File: src/rtl/rrcs_pkg.sv
package rrcs_pkg;

	localparam int TEAM_W        = 4;
	localparam int POS_W         = 4;
	localparam int CNT_W         = 5;
	localparam int SLOT_W        = 5;
	localparam int MIDX_W        = 8;
	localparam int HALF_W        = CNT_W - 1;
	localparam int CFG_AW        = 1;
	localparam int CFG_DW        = 5;
	localparam int IN_DW         = 8;
	localparam int OUT_DW        = 24;
	localparam int MAX_TEAMS_DEF = 16;
	localparam int MIN_TEAMS     = 4;
	localparam int TC_RESET      = 16;

	typedef enum logic {
		OP_LOAD = 1'b0,
		OP_EMIT = 1'b1
	} opcode_t;

	typedef enum logic [CFG_AW-1:0] {
		REG_TEAM_COUNT = 1'b0,
		REG_HOME_MODE  = 1'b1
	} cfg_reg_t;

	// controller -> datapath
	typedef struct packed {
		logic load;   // write one array entry, restart slot count
		logic start;  // begin a slot walk
		logic pair;   // produce one match
		logic exh;    // produce the exhausted result
	} cmd_t;

	// datapath -> controller
	typedef struct packed {
		logic out_free;   // output register can take a result this cycle
		logic last_pair;  // current pair is the last of the slot
		logic exh_now;    // all slots for the current team count are done
	} sts_t;

endpackage

File: src/rtl/rrcs_ctrl.sv
module rrcs_ctrl (
	input  logic            clk,
	input  logic            arst_n,
	input  logic            s_tvalid,
	input  rrcs_pkg::opcode_t opcode,
	output logic            s_tready,
	output rrcs_pkg::cmd_t  cmd,
	input  rrcs_pkg::sts_t  sts
);
	import rrcs_pkg::*;

	typedef enum logic [1:0] {
		ST_IDLE,
		ST_EMIT,
		ST_EXH
	} state_t;

	state_t state_q;
	state_t state_d;
	logic   acc;

	assign s_tready = (state_q == ST_IDLE);
	assign acc      = s_tvalid && s_tready;

	always_comb begin
		state_d = state_q;
		cmd     = '0;
		unique case (state_q)
			ST_IDLE: begin
				if (acc) begin
					if (opcode == OP_LOAD) begin
						cmd.load = 1'b1;
					end else if (sts.exh_now) begin
						state_d = ST_EXH;
					end else begin
						cmd.start = 1'b1;
						state_d   = ST_EMIT;
					end
				end
			end
			ST_EMIT: begin
				if (sts.out_free) begin
					cmd.pair = 1'b1;
					if (sts.last_pair) state_d = ST_IDLE;
				end
			end
			ST_EXH: begin
				if (sts.out_free) begin
					cmd.exh = 1'b1;
					state_d = ST_IDLE;
				end
			end
			default: state_d = ST_IDLE;
		endcase
	end

	always_ff @(posedge clk or negedge arst_n) begin
		if (!arst_n) begin
			state_q <= ST_IDLE;
		end else begin
			state_q <= state_d;
		end
	end

	a_one_cmd: assert property (@(posedge clk) disable iff (!arst_n)
		$onehot0({cmd.load, cmd.start, cmd.pair, cmd.exh}))
		else $error("more than one datapath command at once");

	a_slot_end: assert property (@(posedge clk) disable iff (!arst_n)
		(cmd.pair && sts.last_pair) |=> (state_q == ST_IDLE))
		else $error("walk did not end after the last pair");

	a_no_push_full: assert property (@(posedge clk) disable iff (!arst_n)
		(cmd.pair || cmd.exh) |-> sts.out_free)
		else $error("result pushed into a full output register");

endmodule

File: src/rtl/rrcs_dpath.sv
module rrcs_dpath #(
	parameter int MAX_TEAMS = rrcs_pkg::MAX_TEAMS_DEF
) (
	input  logic                          clk,
	input  logic                          arst_n,
	input  logic                          cfg_we,
	input  logic [rrcs_pkg::CFG_AW-1:0]   cfg_addr,
	input  logic [rrcs_pkg::CFG_DW-1:0]   cfg_wdata,
	input  logic [rrcs_pkg::POS_W-1:0]    position,
	input  logic [rrcs_pkg::TEAM_W-1:0]   team_id,
	input  rrcs_pkg::cmd_t                cmd,
	output rrcs_pkg::sts_t                sts,
	input  logic                          m_tready,
	output logic                          out_valid,
	output logic [rrcs_pkg::MIDX_W-1:0]   out_midx,
	output logic [rrcs_pkg::SLOT_W-1:0]   out_slot,
	output logic [rrcs_pkg::TEAM_W-1:0]   out_home,
	output logic [rrcs_pkg::TEAM_W-1:0]   out_away,
	output logic                          out_last,
	output logic                          out_exh
);
	import rrcs_pkg::*;

	localparam int AW = (MAX_TEAMS > 1) ? $clog2(MAX_TEAMS) : 1;

	logic [CNT_W-1:0]  team_count_q;
	logic              home_mode_q;
	logic [TEAM_W-1:0] arr_q [MAX_TEAMS];
	logic [SLOT_W-1:0] slot_q;
	logic [HALF_W-1:0] m_q;
	logic              out_valid_q;
	logic [MIDX_W-1:0] midx_q;
	logic [SLOT_W-1:0] slotn_q;
	logic [TEAM_W-1:0] home_q;
	logic [TEAM_W-1:0] away_q;
	logic              last_q;
	logic              exh_q;

	logic [CNT_W-1:0]  n;
	logic [CNT_W-1:0]  n_m1;
	logic [HALF_W-1:0] half;
	logic [CNT_W:0]    total;
	logic              swap;
	logic [AW-1:0]     ia;
	logic [AW-1:0]     ib;
	logic [AW-1:0]     iwrap;
	logic [TEAM_W-1:0] t1;
	logic [TEAM_W-1:0] t2;
	logic [TEAM_W-1:0] home;
	logic [TEAM_W-1:0] away;
	logic [MIDX_W:0]   prod;
	logic [MIDX_W:0]   adj;
	logic [MIDX_W:0]   midx_sum;
	logic              out_free;
	logic              last_pair;
	logic              pos_ok;

	// even team count, clamped to the supported range
	always_comb begin
		n = {team_count_q[CNT_W-1:1], 1'b0};
		if (n < CNT_W'(MIN_TEAMS)) n = CNT_W'(MIN_TEAMS);
		if (int'(n) > MAX_TEAMS) n = CNT_W'(MAX_TEAMS & ~1);
	end

	assign n_m1  = n - CNT_W'(1);
	assign half  = n[CNT_W-1:1];
	assign total = {n, 1'b0} - (CNT_W+1)'(2);
	assign swap  = home_mode_q ? slot_q[0] : (slot_q >= n_m1);

	assign ia    = AW'(m_q);
	assign ib    = AW'(n_m1 - CNT_W'(m_q));
	assign iwrap = AW'(n_m1);
	assign t1    = arr_q[ia];
	assign t2    = arr_q[ib];
	assign home  = swap ? t2 : t1;
	assign away  = swap ? t1 : t2;

	assign prod     = (MIDX_W+1)'(home) * (MIDX_W+1)'(n_m1);
	assign adj      = (away < home) ? (MIDX_W+1)'(away) : (MIDX_W+1)'(away) - (MIDX_W+1)'(1);
	assign midx_sum = prod + adj;

	assign last_pair = (m_q == half - HALF_W'(1));
	assign out_free  = !out_valid_q || m_tready;
	assign pos_ok    = int'(position) < MAX_TEAMS;

	assign sts.out_free  = out_free;
	assign sts.last_pair = last_pair;
	assign sts.exh_now   = ({1'b0, slot_q} >= total);

	always_ff @(posedge clk or negedge arst_n) begin
		if (!arst_n) begin
			team_count_q <= CNT_W'(TC_RESET);
			home_mode_q  <= 1'b0;
		end else if (cfg_we) begin
			unique case (cfg_reg_t'(cfg_addr))
				REG_TEAM_COUNT: team_count_q <= cfg_wdata[CNT_W-1:0];
				REG_HOME_MODE:  home_mode_q  <= cfg_wdata[0];
				default: ;
			endcase
		end
	end

	// rotation array: load one entry, or rotate 1..n-1 right after a slot
	always_ff @(posedge clk or negedge arst_n) begin
		if (!arst_n) begin
			for (int i = 0; i < MAX_TEAMS; i++) arr_q[i] <= TEAM_W'(i);
		end else if (cmd.load) begin
			if (pos_ok) arr_q[AW'(position)] <= team_id;
		end else if (cmd.pair && last_pair) begin
			for (int i = 1; i < MAX_TEAMS; i++) begin
				if (i == 1) arr_q[i] <= arr_q[iwrap];
				else if (i < int'(n)) arr_q[i] <= arr_q[i-1];
			end
		end
	end

	always_ff @(posedge clk or negedge arst_n) begin
		if (!arst_n) begin
			slot_q      <= '0;
			m_q         <= '0;
			out_valid_q <= 1'b0;
		end else begin
			if (cmd.load) slot_q <= '0;
			else if (cmd.pair && last_pair) slot_q <= slot_q + SLOT_W'(1);

			if (cmd.start) m_q <= '0;
			else if (cmd.pair) m_q <= m_q + HALF_W'(1);

			if (cmd.pair || cmd.exh) out_valid_q <= 1'b1;
			else if (m_tready) out_valid_q <= 1'b0;
		end
	end

	always_ff @(posedge clk) begin
		if (cmd.pair) begin
			midx_q  <= midx_sum[MIDX_W-1:0];
			slotn_q <= slot_q + SLOT_W'(1);
			home_q  <= home;
			away_q  <= away;
			last_q  <= last_pair;
			exh_q   <= 1'b0;
		end else if (cmd.exh) begin
			midx_q  <= '0;
			slotn_q <= '0;
			home_q  <= '0;
			away_q  <= '0;
			last_q  <= 1'b0;
			exh_q   <= 1'b1;
		end
	end

	assign out_valid = out_valid_q;
	assign out_midx  = midx_q;
	assign out_slot  = slotn_q;
	assign out_home  = home_q;
	assign out_away  = away_q;
	assign out_last  = last_q;
	assign out_exh   = exh_q;

	a_pair_range: assert property (@(posedge clk) disable iff (!arst_n)
		cmd.pair |-> (m_q < half))
		else $error("pair counter beyond half the team count");

	a_slot_step: assert property (@(posedge clk) disable iff (!arst_n)
		(cmd.pair && last_pair) |=> (slot_q == $past(slot_q) + SLOT_W'(1)))
		else $error("slot count did not advance after a slot");

	a_exh_quiet: assert property (@(posedge clk) disable iff (!arst_n)
		cmd.exh |=> ($stable(slot_q) && out_exh))
		else $error("exhausted result changed the slot count");

endmodule

File: src/rtl/round_robin_circle_scheduler_unit.sv
// Channel   Dir  tdata (low bit up)                           tuser     tlast
// s_axis    in   position[3:0], team_id[7:4]                  opcode    -
// m_axis    out  match_index[7:0], slot_number[12:8],         exhausted last_of_slot
//                home_team[16:13], away_team[20:17], 0 pad
// cfg       in   cfg_we / cfg_addr / cfg_wdata, write only
//
// A load item is written as it is accepted; the unit is then ready for more.
// An emit item yields the matches of one slot, or the exhausted result. The single
// pairing unit forms one match per cycle from the rotation array while the output is free.
// Reset restores the identity order, clears the slot count, team_count = 16,
// home_mode = 0. A stalled m_tready holds the walk; loads are still taken while
// the last result of a slot waits in the output register.
module round_robin_circle_scheduler_unit #(
	parameter int MAX_TEAMS = rrcs_pkg::MAX_TEAMS_DEF
) (
	input  logic                        clk,
	input  logic                        arst_n,
	// configuration write port
	input  logic                        cfg_we,
	input  logic [rrcs_pkg::CFG_AW-1:0] cfg_addr,
	input  logic [rrcs_pkg::CFG_DW-1:0] cfg_wdata,
	// input items
	input  logic                        s_tvalid,
	output logic                        s_tready,
	input  logic [rrcs_pkg::IN_DW-1:0]  s_tdata,   // position[3:0], team_id[7:4]
	input  logic                        s_tuser,   // opcode
	// result items
	output logic                        m_tvalid,
	input  logic                        m_tready,
	output logic [rrcs_pkg::OUT_DW-1:0] m_tdata,   // match_index, slot_number, home, away
	output logic                        m_tuser,   // exhausted
	output logic                        m_tlast    // last_of_slot
);
	import rrcs_pkg::*;

	cmd_t              cmd;
	sts_t              sts;
	logic [MIDX_W-1:0] midx;
	logic [SLOT_W-1:0] slotn;
	logic [TEAM_W-1:0] home;
	logic [TEAM_W-1:0] away;

	// sequencer: accept, walk the pairs of one slot, or give the exhausted result
	rrcs_ctrl u_ctrl (
		.clk      (clk),
		.arst_n   (arst_n),
		.s_tvalid (s_tvalid),
		.opcode   (opcode_t'(s_tuser)),
		.s_tready (s_tready),
		.cmd      (cmd),
		.sts      (sts)
	);

	// rotation array, slot count, pairing unit and output register
	rrcs_dpath #(
		.MAX_TEAMS (MAX_TEAMS)
	) u_dpath (
		.clk       (clk),
		.arst_n    (arst_n),
		.cfg_we    (cfg_we),
		.cfg_addr  (cfg_addr),
		.cfg_wdata (cfg_wdata),
		.position  (s_tdata[POS_W-1:0]),
		.team_id   (s_tdata[POS_W+TEAM_W-1:POS_W]),
		.cmd       (cmd),
		.sts       (sts),
		.m_tready  (m_tready),
		.out_valid (m_tvalid),
		.out_midx  (midx),
		.out_slot  (slotn),
		.out_home  (home),
		.out_away  (away),
		.out_last  (m_tlast),
		.out_exh   (m_tuser)
	);

	// pack fields from the low bit up, zero pad to whole bytes
	assign m_tdata = OUT_DW'({away, home, slotn, midx});

endmodule
File: config.mk
export PLATFORM = sky130hd
export DESIGN_NAME = round_robin_circle_scheduler_unit
export DESIGN_NICKNAME = d
export VERILOG_FILES = /design/src/rtl/rrcs_pkg.sv /design/src/rtl/rrcs_ctrl.sv /design/src/rtl/rrcs_dpath.sv /design/src/rtl/round_robin_circle_scheduler_unit.sv
export SDC_FILE = /design/constraint.sdc
export NUM_CORES = 1
export LEC_CHECK = 0
export ABC_AREA = 1
export BUFFER_PORTS_ARGS = -buffer_cell sky130_fd_sc_hd__clkbuf_2
export CAP_MARGIN = 10
export CORE_MARGIN = 4
export CORE_UTILIZATION = 30
export DETAILED_ROUTE_END_ITERATION = 6
export HOLD_SLACK_MARGIN = 0.15
export SYNTH_ARGS = -nofsm -noshare
export SYNTH_HDL_FRONTEND = slang
export SYNTH_SLANG_ARGS = --single-unit
File: constraint.sdc
create_clock -name clk -period 15.2 [get_ports clk]
set_clock_uncertainty 0.15 [all_clocks]
set_input_delay 2.28 -clock clk [delete_from_list [all_inputs] [get_ports clk]]
set_output_delay 2.28 -clock clk [all_outputs]
set_load 0.1 [all_outputs]
==> impl_metrics.toml <==
[placement]
pre_cts_ws_ns = 7.75
hpwlAfterDp_um = 18200
portBuffers = 44
globalplace.congestion = 0.956

[route]
routed_via_density = 5.20
via_count = 7495
remaining_drc_errors = 0
wirelength_um = 24400
ant_nets = 0
drt_iter0_markers = 745
avgRoutedWirePerCell_um = 16.9
drt_first_pass_iters = 5

[synthesis]
synth_area_um2 = 7930
synthTopCellsByArea = "dfrtp_1 (15%), dfstp_2 (11%), nand2_1 (9.5%)"
yosysSeqAreaShare = 0.347
netlist_instances = 1087
synth-seq-cells = 104
synth_cell_type_count = 51
synth-edff-count = 22
ys.flop_type = "dfrtp_1"
yosysWarningCount = 0
yosysMostFrequentCell = "nand2_1"
syn_avg_cell_area_um2 = 7.30
yosysTopAreaCell = "dfrtp_1"
synth_common_cells = "nand2_1 (200), inv_1 (127), nor2_1 (126)"
synth_top_area_frac = 0.151
async_reset_ff_frac = 0.779

[critical_path]
critPathMaxFanout = 25
cpMostUsedCell = "nor2_1"
critPathMaxStageDelay_ns = 0.72
cp.required_ns = 15.17
worstSetupEndpointType = "flop"
crit_type = "flop to flop"
cp-start-kind = "flop"
cp_slowest_cell = "ha_1"
crit_arrival_ns = 7.51

[cts]
cts_buffers = 9
cts_tree = "built"
htree_levels = 3
ctsHoldBuffers = 0
cts.clk_slew.worst_paths_ns = 0.08
ctsResizeCount = 0
cts_setup_buffers = 0
cts_buffer_depth = 2
worstSkewPairLatency_ns = 0.36
clockRootBuffer = "clkbuf_16"
cts_sinks = 104

[grt]
grt_pass1_vias = 6997
grt_pass1_wl_um = 38800
antenna_found_initial = 0
grt_max_degree = 92
grt_overflow = 0
track_usage = 0.168

[finish]
register_area_um2 = 2750
drive_gt1_frac = 0.144
nets = 1166
multi_input_area_um2 = 4410
finalCoreUtilization = 0.333
n_fill_cell = 2786
area_delta_synth_final_pct = 9.45
diodes = 0

[timing]
min_period_ns = 7.54
finalMaxSlewViolations = 0
rsz0062_at_grt = "no"
hold_viol_final = 0
timing.final.crit_share = 0.496
tightestPinTransition_ns = 0.861
tns_ns = 0
slew_headroom = 0.425
timing.final.ws_setup_ns = 7.66
fmax_ghz = 0.133
holdWs_ns = 0.305
finalSetupViolCount = 0

[die]
core-area_um2 = 26100
rows = 59
start_util = 0.304
die_w_um = 171
dieArea_um2 = 29100
die-height_um = 171
ioPinCount = 48

[job]
drv_cap = 0

[status]
status = "finished clean"

[min_path]
worstHoldPathType = "flop to flop"
## layer usage
metal  up-vias  part of all wire  track usage
met1      3502              0.46        0.240
met4         0             0.016       0.0399
met5         -                 0            0
met2       307              0.45        0.266
met3        34             0.074       0.0296
li1       3652                 -            -
## final timing paths
check,depth (start not counted),startpoint,slack (ns),to
hold / removal,2,u_dpath.out_exh,0.30,u_dpath.out_exh
max in group asynchronous,2,arst_n,12.08,u_dpath.ia[0]
setup reg to reg,33,u_dpath.team_count_q[4],7.66,u_dpath.out_midx[7]
setup / recovery,33,u_dpath.team_count_q[4],7.66,u_dpath.out_midx[7]
hold reg to reg,2,u_dpath.out_exh,0.30,u_dpath.out_exh
min in group asynchronous,1,arst_n,1.65,u_dpath.arr_q[50]
## layout make-up
cell class / instances / area share
multi-input combinational: 796 / 0.507
clock buffer: 9 / 0.0259
clock inverter: 7 / 0.00922
timing repair buffer: 50 / 0.0308
tap: 335 / 0.0483
inverter: 141 / 0.0615
sequential: 104 / 0.317
## worst max-delay path: cells and delay by family (launching register included)
| family | cells | cell delay (ns) |
|---|---|---|
| fa+ha+maj | 6 | 3.04 |
| buf+inv | 8 | 1.43 |
| simple gates | 12 | 0.92 |
| compound gates | 5 | 0.65 |
| flops | 1 | 0.57 |
| xor+xnor | 2 | 0.53 |
## stage by stage
stage | cells | area, um^2
4_1_cts | 1442 | 8680
6_report | 1442 | 8680
2_1_floorplan | 1092 | 7950
3_5_place_dp | 1426 | 8380
3_3_place_gp | 1426 | 8380
5_1_grt | 1442 | 8680
## placed cells by master (no fill, tap or decap), types with 4 or more instances in the layout
cell type	n
nor4_1	11
clkbuf_2	43
o21ai_2	12
a21oi_1	72
nand4_1	5
clkbuf_16	9
buf_4	7
nand2_4	4
ha_1	33
o21ai_1	80
dfstp_2	33
o211ai_1	11
o211ai_4	5
conb_1	7
edfxtp_1	22
dfrtp_1	47
nand2_2	7
inv_1	127
nand3_1	72
nand2_1	200
o22ai_1	4
xor2_1	6
o21ai_0	69
o311ai_0	4
fa_1	11
nor2_1	126
inv_2	12
a31oi_1	26
## logic make-up after synthesis
group	count (synthesis)	synth area share
and+or+nand+nor	444	0.245
AOI/OAI and AO/OA	290	0.213
buffers and inverters	192	0.100
DFF	104	0.347
adders and majority gates	44	0.0798
xor gates and xnor gates	10	0.0120
other	2	0.000947
muxes	1	0.00142
## registers in the layout, indices dropped and copies added (netlist names)
| register | flops |
|---|---|
| u_dpath.out_away | 4 |
| u_dpath.slot_q | 5 |
| u_dpath.team_count_q | 4 |
| u_ctrl.state_q | 2 |
| u_dpath.arr_q | 64 |
| u_dpath.home_mode_q | 1 |
| u_dpath.out_slot | 5 |
| u_dpath.out_midx | 8 |
| u_dpath.ia | 4 |
| u_dpath.out_exh | 1 |
| u_dpath.out_valid | 1 |
| u_dpath.out_home | 4 |
| u_dpath.out_last | 1 |
Power is left out: the tool's default activity adds up to more than one toggle a clock period on the data nets, which glitch-free logic cannot reach.
